[config.mk]
export PLATFORM = sky130hd
export DESIGN_NAME = fst_front
export DESIGN_NICKNAME = d
export VERILOG_FILES = /design/src/rtl/fst_pkg.sv /design/src/rtl/fst_front.sv
export SDC_FILE = /design/constraint.sdc
export NUM_CORES = 1
export LEC_CHECK = 0
export ABC_AREA = 1
export BUFFER_PORTS_ARGS = -buffer_cell sky130_fd_sc_hd__buf_2
export CORE_MARGIN = 2
export CORE_UTILIZATION = 56
export CTS_CLUSTER_SIZE = 30
export DETAILED_ROUTE_END_ITERATION = 8
export PLACE_DENSITY = 0.83
export SLEW_MARGIN = 20
export SYNTH_ARGS = -nofsm -noshare
export SYNTH_HDL_FRONTEND = slang
export SYNTH_SLANG_ARGS = --single-unit
[constraint.sdc]
create_clock -name i_clk -period 13.6 [get_ports i_clk]
set_input_delay 2.04 -clock i_clk [delete_from_list [all_inputs] [get_ports i_clk]]
set_output_delay 2.04 -clock i_clk [all_outputs]
set_load 0.03 [all_outputs]
[src/rtl/fst_pkg.sv]
`timescale 1ns / 1ps
package fst_pkg;

    // Result status codes.
    localparam logic [1:0] ST_UPDATED = 2'd0;
    localparam logic [1:0] ST_CREATED = 2'd1;
    localparam logic [1:0] ST_DROPPED = 2'd2;
    localparam logic [1:0] ST_SWEPT   = 2'd3;

    // Input item kinds.
    localparam logic KIND_PACKET = 1'b0;
    localparam logic KIND_SWEEP  = 1'b1;

    localparam logic [47:0] TIMEOUT_RESET = 48'd2500000000;
    localparam logic [47:0] MAX48 = 48'hFFFF_FFFF_FFFF;
    localparam logic [31:0] MAX32 = 32'hFFFF_FFFF;

    typedef struct packed {
        logic        kind;
        logic [47:0] now;
        logic [31:0] saddr;
        logic [31:0] daddr;
        logic [15:0] sport;
        logic [15:0] dport;
        logic [7:0]  proto;
        logic [15:0] pkt_bytes;
    } t_in_item;

    typedef struct packed {
        logic [1:0]  status;
        logic [31:0] flow_packets;
        logic [47:0] flow_bytes;
        logic [10:0] live_count;
        logic [10:0] evicted_count;
    } t_out_item;

    // Back-end sequencer states.
    typedef enum logic [2:0] {
        S_IDLE,
        S_SCAN,
        S_SCAN_WAIT,
        S_UPDATE,
        S_SWEEP,
        S_SWEEP_WAIT,
        S_OUT,
        S_CLEAR
    } t_state;

endpackage

[src/rtl/fst_front.sv]
`timescale 1ns / 1ps
// Input side: a two-entry queue that takes items while the back end works.
module fst_front (
    input  logic              i_clk,
    input  logic              i_rst_n,
    input  logic              i_push,
    input  fst_pkg::t_in_item i_item,
    output logic              o_full,
    input  logic              i_take,
    output logic              o_avail,
    output fst_pkg::t_in_item o_item
);

    fst_pkg::t_in_item r_slot [2];
    logic              r_rd;
    logic              r_wr;
    logic [1:0]        r_cnt;
    logic [1:0]        n_cnt;
    logic              w_push;
    logic              w_take;

    assign o_full  = (r_cnt == 2'd2);
    assign o_avail = (r_cnt != 2'd0);
    assign o_item  = r_slot[r_rd];
    assign w_push  = i_push && !o_full;
    assign w_take  = i_take && o_avail;

    // Occupancy follows the push and take beats.
    always_comb begin
        n_cnt = r_cnt;
        if (w_push && !w_take) begin
            n_cnt = r_cnt + 2'd1;
        end else if (!w_push && w_take) begin
            n_cnt = r_cnt - 2'd1;
        end
    end

    always_ff @(posedge i_clk) begin
        if (!i_rst_n) begin
            r_rd  <= 1'b0;
            r_wr  <= 1'b0;
            r_cnt <= 2'd0;
        end else begin
            r_cnt <= n_cnt;
            if (w_push) begin
                r_wr <= ~r_wr;
            end
            if (w_take) begin
                r_rd <= ~r_rd;
            end
        end
    end

    // Payload slots need no reset.
    always_ff @(posedge i_clk) begin
        if (w_push) begin
            r_slot[r_wr] <= i_item;
        end
    end

    a_cnt_range: assert property (@(posedge i_clk) disable iff (!i_rst_n)
        r_cnt != 2'd3) else $error("queue count out of range");
    a_no_take_empty: assert property (@(posedge i_clk) disable iff (!i_rst_n)
        (r_cnt == 2'd0 && !i_push) |=> r_cnt == 2'd0) else $error("count moved");
    a_full_hold: assert property (@(posedge i_clk) disable iff (!i_rst_n)
        (o_full && !i_take) |=> o_full) else $error("full dropped without take");

endmodule

==> results.cfg, run 1 <==
[clock_tree]
cts.htree.levels = 2
post_cts_hold_buffer_count = 0
cts.reportedPaths.clkPinSlew_ns = 0.06
cts.sinks = 343
worstSkewPairLatency_ns = 0.50
cts_tree = yes
worst_case_clock_buffer_depth = 3
post_cts_repair_resize_count = 0
tritoncts.num_buffers = 35
post_cts_buffers = 0
clock-root-buffer = clkbuf_16

[power_and_ir_drop]
power.ir.vdd_worst_v = 0.000133
cellLeakagePower_uw = 0.00618
powerDensity_nw_per_um2 = 200

[worst_setup_path]
ff2ff_path_depth = 3
worst_r2r_startpoint = r_cnt[0]
critical_path.reg2reg.endpoint = r_slot[0][62]
cp_slowest_stage_delay_ns = 0.89
worstSetupStartpointType = flip-flop
r2r_setup_slack_ns = 11.08
critical-path-slowest-cell = buf_4
critical_path.cell_chain = buf_4 -> mux2_2 -> buf_2
timing.critical_path.arrival_ns = 2.86
critical_path_class = flip-flop to primary output
cp_max_fo = 60
end_kind = primary output
worst_ep_required_time_ns = 11.56

[global_routing]
grt_start_max_net_pins = 81
grt_overflow_total = 0
antenna_found_initial = 5
grtUsageTotal_pct = 19.7
grt_first_pass_wirelength_um = 35800
grt_pass1_vias = 6573

[synth]
postSynthCellCount = 563
syn_area_per_cell_um2 = 22.8
post_synth_num_cell_types = 15
synth.ff_latch_count = 343
ys.warnings.count = 0
mappedNetlistArea_um2 = 12900
seq_area_frac_synth_pct = 79.7
synth_fp_nets = 737

[floorplan]
io-pin-count = 344
die_w_um = 156
core_um2 = 22600
initial_util_pct = 57.0
die_area_um2 = 24200
die_height_um = 156
row_count = 55

[routing]
antenna_violating_nets_post_route = 0
routed-via-count = 6523
drt_iter0_markers = 426
drt_first_pass_iters = 5
vias_per_cell = 5.24
drc = 0
drt_wl_total_um = 24800
routed_wire_length_per_instance_um = 19.9

[place]
portBuffers = 343
place.detailed.hpwl_um = 16600
gp_congestion = 0.785

[timing]
max_slew_margin_pct = 27.3
maxClockFrequency_mhz = 204
final_min_period_over_clock_period_pct = 36.0
clock-skew-final_ns = 0.0203
finalCriticalPeriod_ns = 4.90
timing_max_transition_violations_final = 0
grt_setup_unrepaired = no
final_hold_viol_count = 0
timing.setup.tns_ns = 0
timing.final.setup_violations = 0
tightest_slew_ns = 1.09

[min_path]
holdPathStages = 2
whs_endpoint = r_rd
hold_path_startpoint = r_rd
hold_class = flip-flop to flip-flop

[flow_run]
max_cap_viol_count = 0

[finish]
post_route_cells_drive_above_1_share_pct = 59.7
postLayoutCoreUtil_pct = 70.5
finish.net_count = 1104
syn_to_final_growth_pct = 23.8

[run_status]
outcome = complete, no violations
==> area by class of cell <==
| cell class | instances | area [um^2] |
|---|---|---|
| Clock inverter | 23 | 174 |
| Fill cell | 1427 | 6660 |
| Tap cell | 285 | 357 |
| Antenna cell | 4 | 10.0 |
| Clock buffer | 40 | 916 |
| Multi-Input combinational cell | 193 | 2410 |
| Sequential cell | 343 | 10300 |
| Inverter | 8 | 30.0 |
| Timing Repair Buffer | 349 | 1770 |
==> synthesized netlist by cell type <==
cell / count / share of area (%)
mux2_4: 101 / 12
o21ai_0: 3 / 0.12
ha_1: 1 / 0.097
o21a_1: 1 / 0.058
inv_1: 8 / 0.23
nand2_1: 7 / 0.20
edfxtp_1: 338 / 79
buf_6: 14 / 1.2
a21oi_1: 1 / 0.039
dfxtp_1: 5 / 0.78
nand4_1: 1 / 0.049
mux2_2: 68 / 6.0
nand3_1: 1 / 0.039
nor2_1: 9 / 0.26
buf_2: 5 / 0.19
==> power breakdown <==
group	leakage, uW	switching (uW)	total [uW]	internal [uW]
clock	0.000534	370	893	523
combinational	0.00245	569	895	326
sequential	0.00319	52.4	1390	1340
total	0.00618	992	3180	2190
==> worst max-delay path: cells and delay by family, from the launching register on <==
kind	cells	cell delay (ns)
buffers and inverters	2	1.07
multiplexers	1	0.42
flip-flops	1	0.75
==> state kept, by name, indices dropped and copies added, names as in the netlist, named ones only <==
register,flops
r_wr,1
r_cnt,2
r_slot,338
r_rd,1
==> through the flow <==
stage	total power [uW]	area, um^2	cells	hold WS [ns]	setup slack, ns
after floorplan	2120	12900	563	0.467	3.69
after global placement	2290	14800	1178	0.481	9.24
after detailed placement	2310	14800	1178	0.499	9.21
after CTS	3210	15900	1241	0.520	8.66
after global routing	3300	15900	1244	0.554	8.57
final	3180	15900	1245	0.519	8.70
==> layer usage <==
layer,vias to the layer above,GRT usage [%],wire (um)
li1,2963,-,-
met1,3193,23.4,9200
met2,320,34.3,12900
met3,45,6.10,2160
met4,2,6.95,569
met5,-,0,7
==> placed cells by master, fill, tap and decap left out, types with 5 or more instances in the layout <==
| cell type | n |
|---|---|
| mux2_2 | 68 |
| buf_4 | 5 |
| clkinv_2 | 8 |
| clkbuf_16 | 36 |
| edfxtp_1 | 338 |
| clkinv_1 | 9 |
| inv_1 | 8 |
| nor2_1 | 7 |
| buf_2 | 343 |
| mux2_4 | 101 |
| nand2_1 | 7 |
==> cell families after synthesis <==
family	Yosys count	share of synthesized area [%]
AOI/OAI and AO/OA	5	0.214
adders and majority gates	1	0.0973
buffers and inverters	27	1.65
DFF	343	79.7
muxes	169	17.8
and+or+nand+nor	18	0.555
==> worst max path at each step <==
stage	slack (ns)	end	startpoint	depth (start not counted)
global placement	9.24	o_item[153]	flip-flop	3
global route	8.57	o_item[151]	flip-flop	3
finish	8.70	o_item[151]	flip-flop	3
CTS	8.66	o_item[5]	flip-flop	3
floorplan	3.69	r_slot[0][0]	i_push	2
detailed placement	9.21	o_item[33]	flip-flop	3
Power figures use the tool's default switching activity.
==> inputs of run 2 (changes only) <==
--- a/config.mk
+++ b/config.mk
@@ -8,10 +8,10 @@
 export ABC_AREA = 1
 export BUFFER_PORTS_ARGS = -buffer_cell sky130_fd_sc_hd__buf_2
 export CORE_MARGIN = 2
-export CORE_UTILIZATION = 56
+export CORE_UTILIZATION = 47
 export CTS_CLUSTER_SIZE = 30
 export DETAILED_ROUTE_END_ITERATION = 8
-export PLACE_DENSITY = 0.83
+export PLACE_DENSITY = 0.74
 export SLEW_MARGIN = 20
 export SYNTH_ARGS = -nofsm -noshare
 export SYNTH_HDL_FRONTEND = slang
==> constraint.sdc (replaced) <==
create_clock -name i_clk -period 4.5 [get_ports i_clk]
set_input_delay 0.675 -clock i_clk [delete_from_list [all_inputs] [get_ports i_clk]]
set_output_delay 0.675 -clock i_clk [all_outputs]
set_load 0.03 [all_outputs]
==> run 2 against run 1 <==
Against the previous run: utilization is 11 points lower; via count is 1.2% lower; die area is 19% higher; register-to-register slack worse by 8.7 ns; sequential share of layout area is 0.57 points lower; sequential cell count stayed put; clock skew is 0.0059 ns lower; clock-buffer cell count is 10 higher; critical path type unchanged; highest routed layer unchanged.
==> results.cfg, run 2 (synthesis gave the netlist of run 1 again) <==
[timing]
maxClockFrequency_mhz = 373
timing_max_transition_violations_final = 0
finalCriticalPeriod_ns = 2.68
timing.setup.tns_ns = 0
tightest_slew_ns = 0.777
grt_setup_unrepaired = no
timing.final.setup_violations = 0
final_hold_viol_count = 0
clock-skew-final_ns = 0.0144
finalHoldWorstSlack_ns = 0.360
final_min_period_over_clock_period_pct = 59.6
max_slew_margin_pct = 47.7

[global_routing]
grt_pass1_vias = 6772
grt_first_pass_wirelength_um = 36000
grtUsageTotal_pct = 16.4
grt_start_max_net_pins = 87
grt_overflow_total = 0
antenna_found_initial = 8

[power_and_ir_drop]
power.ir.vdd_worst_v = 0.000439
powerDensity_nw_per_um2 = 604
cellLeakagePower_uw = 0.00620

[routing]
drt_iter0_markers = 359
antenna_violating_nets_post_route = 0
drt_first_pass_iters = 4
drt_wl_total_um = 24600
drc = 0
routed-via-count = 6446
vias_per_cell = 4.96
routed_wire_length_per_instance_um = 18.9

[floorplan]
die_w_um = 169
row_count = 60
io-pin-count = 344
initial_util_pct = 47.8
die_height_um = 169
core_um2 = 26900
die_area_um2 = 28700

[finish]
postLayoutCoreUtil_pct = 59.7
largest_register_ffs = 338
post_route_cells_drive_above_1_share_pct = 59.3
layout_top_registers = r_slot x338, r_cnt x2
finish.net_count = 1106
syn_to_final_growth_pct = 24.9
fin_cells = 1300
layout.cells.most_common = buf_2
top_register = r_slot
mostFrequentLayoutCells = buf_2, edfxtp_1, mux2_4

[worst_setup_path]
critical_path.reg2reg.endpoint = r_slot[0][140]
worst_ep_required_time_ns = 3.83
timing.critical_path.arrival_ns = 2.01
ff2ff_path_depth = 4
r2r_setup_slack_ns = 2.41
worstSetupStartpointType = flip-flop
worst_r2r_startpoint = r_cnt[1]
critical_path_class = flip-flop to primary output
end_kind = primary output
cp_max_fo = 84

[clock_tree]
cts.reportedPaths.clkPinSlew_ns = 0.05
worst_case_clock_buffer_depth = 3
cts_tree = yes
cts.sinks = 343
clock-root-buffer = clkbuf_16
worstSkewPairLatency_ns = 0.50
tritoncts.num_buffers = 35
cts.htree.levels = 2
post_cts_hold_buffer_count = 0
post_cts_buffers = 0
post_cts_repair_resize_count = 0

[min_path]
hold_class = primary input to flip-flop
holdPathStages = 1
hold_path_startpoint = i_item[114]
whs_endpoint = r_slot[0][114]

[place]
place.detailed.hpwl_um = 16300
gp_congestion = 0.714
placedCellCount = 1236
portBuffers = 343

[flow_run]
max_cap_viol_count = 0

[run_status]
outcome = complete, no violations
==> run 2: area by class of cell <==
cell class / count / area [um^2]
antenna: 3 / 7.51
clock buffer: 50 / 975
clock inverter: 11 / 129
fill: 1960 / 10800
inverter: 8 / 30.0
multi-input combinational: 193 / 2410
sequential: 343 / 10300
tap: 341 / 427
timing repair buffer: 351 / 1830
==> run 2: stage by stage <==
step	area, um^2	setup WS, ns	total power (uW)
4_1_cts	16000	1.80	9820
3_3_place_gp	14900	2.10	6960
2_1_floorplan	12900	-1.22	6350
6_report	16100	1.82	9690
3_5_place_dp	14900	2.10	7010
5_1_grt	16100	1.73	10100
==> run 2: worst max-delay path by stage <==
| stage | from | to | slack, ns | depth (start not counted) |
|---|---|---|---|---|
| final | flip-flop | o_item[163] | 1.82 | 3 |
| after global routing | flip-flop | o_item[157] | 1.73 | 3 |
| after CTS | flip-flop | o_item[162] | 1.80 | 3 |
| after detailed placement | i_push | r_slot[0][79] | 2.10 | 4 |
| after global placement | i_push | r_slot[1][72] | 2.10 | 4 |
| after floorplan | i_push | r_slot[0][0] | -1.22 | 2 |
==> run 2: worst max-delay path: stages (launching register included) <==
cell     delay [ns]
dfxtp_4        0.37
buf_12         0.39
mux2_2         0.41
buf_2          0.18
==> run 2: power breakdown <==
part	switching, uW	internal [uW]	total (uW)
Combinational	1770	1000	2770
Sequential	108	4040	4150
Clock	1100	1680	2780
Total	2970	6720	9690
==> run 2: per-layer routing <==
metal | track usage (%) | up-vias | routed length (um)
li1 | - | 2967 | -
met1 | 17.5 | 3132 | 8760
met2 | 28.8 | 276 | 12500
met3 | 6.55 | 63 | 2430
met4 | 6.84 | 8 | 775
met5 | 0 | - | 57
==> inputs of run 3 (changes only) <==
==> constraint.sdc (replaced) <==
create_clock -name i_clk -period 2.2 [get_ports i_clk]
set_input_delay 0.33 -clock i_clk [delete_from_list [all_inputs] [get_ports i_clk]]
set_output_delay 0.33 -clock i_clk [all_outputs]
set_load 0.03 [all_outputs]
==> run 3 against run 2 <==
Against the previous run: non-clock buffer count increased by 65; global-route usage increased by 0.99 points; critical path depth increased by 1; critical endpoint is now o_item[145]; worst hold slack got worse by 0.35 ns; via count increased by 4.3%; sequential power increased by 100%; final area increased by 5.1%; largest cell class unchanged; critical path type unchanged.
==> results.cfg, run 3 (synthesis gave the netlist of run 1 again) <==
[run_status]
outcome = complete, no violations

[worst_setup_path]
critical_path_class = flip-flop to primary output
end_kind = primary output
worst_r2r_startpoint = r_cnt[1]
cp_max_fo = 11
critical_path.reg2reg.endpoint = r_slot[1][146]
r2r_setup_slack_ns = 0.66
timing.critical_path.arrival_ns = 1.81
worstSetupStartpointType = flip-flop
ff2ff_path_depth = 4
worst_ep_required_time_ns = 1.87
endpoint = o_item[145]

[routing]
routed-via-count = 6720
drt_iter0_markers = 389
drt_first_pass_iters = 4
vias_per_cell = 4.94
antenna_violating_nets_post_route = 0
drt_wl_total_um = 26200
routed_wire_length_per_instance_um = 19.3
drc = 0

[finish]
layout.cells.most_common = edfxtp_1
layout_top_registers = r_slot x338, r_cnt x2
syn_to_final_growth_pct = 31.2
largest_register_ffs = 338
top_register = r_slot
mostFrequentLayoutCells = edfxtp_1, buf_2, mux2_4
post_route_cells_drive_above_1_share_pct = 57.3
finish.net_count = 1172
final.fill_count = 1907
post-route-cell-area_um2 = 16900

[global_routing]
grt_pass1_vias = 7033
grt_first_pass_wirelength_um = 38100
grtUsageTotal_pct = 17.3
antenna_found_initial = 2
grt_overflow_total = 0
grt_start_max_net_pins = 93

[timing]
tightest_slew_ns = 0.547
max_slew_margin_pct = 63.5
final_min_period_over_clock_period_pct = 97.1
timing_max_transition_violations_final = 0
finalCriticalPeriod_ns = 2.14
final_hold_viol_count = 0
maxClockFrequency_mhz = 468
clock-skew-final_ns = 0.0187
timing.setup.tns_ns = 0
timing.final.setup_violations = 0

[flow_run]
max_cap_viol_count = 0

[min_path]
hold_class = primary input to flip-flop
hold_path_startpoint = i_item[43]

[clock_tree]
cts.sinks = 343
worst_case_clock_buffer_depth = 3
cts.reportedPaths.clkPinSlew_ns = 0.06
cts.htree.levels = 2
tritoncts.num_buffers = 36
cts_tree = yes
clock-root-buffer = clkbuf_16
worstSkewPairLatency_ns = 0.50

[floorplan]
die_area_um2 = 28700
row_count = 60
die_height_um = 169
initial_util_pct = 47.8
io-pin-count = 344
core_um2 = 26900
die_w_um = 169

[power_and_ir_drop]
power.ir.vdd_worst_v = 0.000811
powerDensity_nw_per_um2 = 1200
cellLeakagePower_uw = 0.00655

[place]
portBuffers = 343
post_dp_cell_area_um2 = 15000
place.detailed.hpwl_um = 16500
gp_congestion = 0.728
==> run 3: worst min-delay path by stage <==
| stage | endpoint | slack [ns] | cells after the start |
|---|---|---|---|
| global placement | r_rd | 0.48 | 2 |
| detailed placement | r_rd | 0.49 | 2 |
| finish | r_slot[1][43] | 0.01 | 1 |
| global route | r_slot[0][137] | -0.001 | 1 |
| CTS | r_slot[0][106] | 0.00003 | 1 |
| floorplan | r_slot[0][0] | 0.43 | 0 |
==> run 3: area by class of cell <==
type | count | area [um^2] | share of cell area, %
Antenna cell | 1 | 2.50 | 0.0148
Clock buffer | 46 | 980 | 5.81
Clock inverter | 12 | 104 | 0.616
Inverter | 8 | 30.0 | 0.178
Multi-Input combinational cell | 193 | 2420 | 14.4
Sequential cell | 343 | 10300 | 60.8
Tap cell | 341 | 427 | 2.53
Timing Repair Buffer | 416 | 2650 | 15.7
==> run 3: per-stage QoR <==
stage,util [%],hold WS (ns),total power (uW),setup slack (ns),cells
floorplan,-,0.429,12900,-1.20,563
global placement,56.0,0.482,14400,0.473,1240
detailed placement,56.0,0.495,14400,0.449,1240
CTS,62.2,0.0000263,20300,-0.0238,1349
global route,62.8,-0.00124,21000,-0.00183,1359
finish,62.8,0.0136,20200,0.0644,1360
==> run 3: worst max-delay path: stages (launching register included) <==
cell and delay (ns):
dfxtp_4 0.40, buf_12 0.14, buf_4 0.24, mux2_4 0.33
buf_2 0.19
==> run 3: power breakdown <==
part	leakage (uW)	switching (uW)	internal [uW]
combinational	0.00282	3710	2390
sequential	0.00320	238	8270
clock	0.000526	2270	3350
total	0.00655	6220	14000
==> run 3: repair_timing <==
action	4_1_cts	5_1_grt
buffers inserted	3	2
endpoints found under the hold margin	94	12
pin swaps	0	0
endpoints found under the setup margin	138	95
cloned	0	2
resized for setup	26	2
hold buffers	48	6
==> run 3: routing by layer <==
metal  vias up  global-route usage, %  wire length, um
met2       287                   30.5            13100
met5         -                      0               13
met4         2                   5.87              717
met1      3279                   20.2            10000
li1       3099                      -                -
met3        53                   5.53             2320
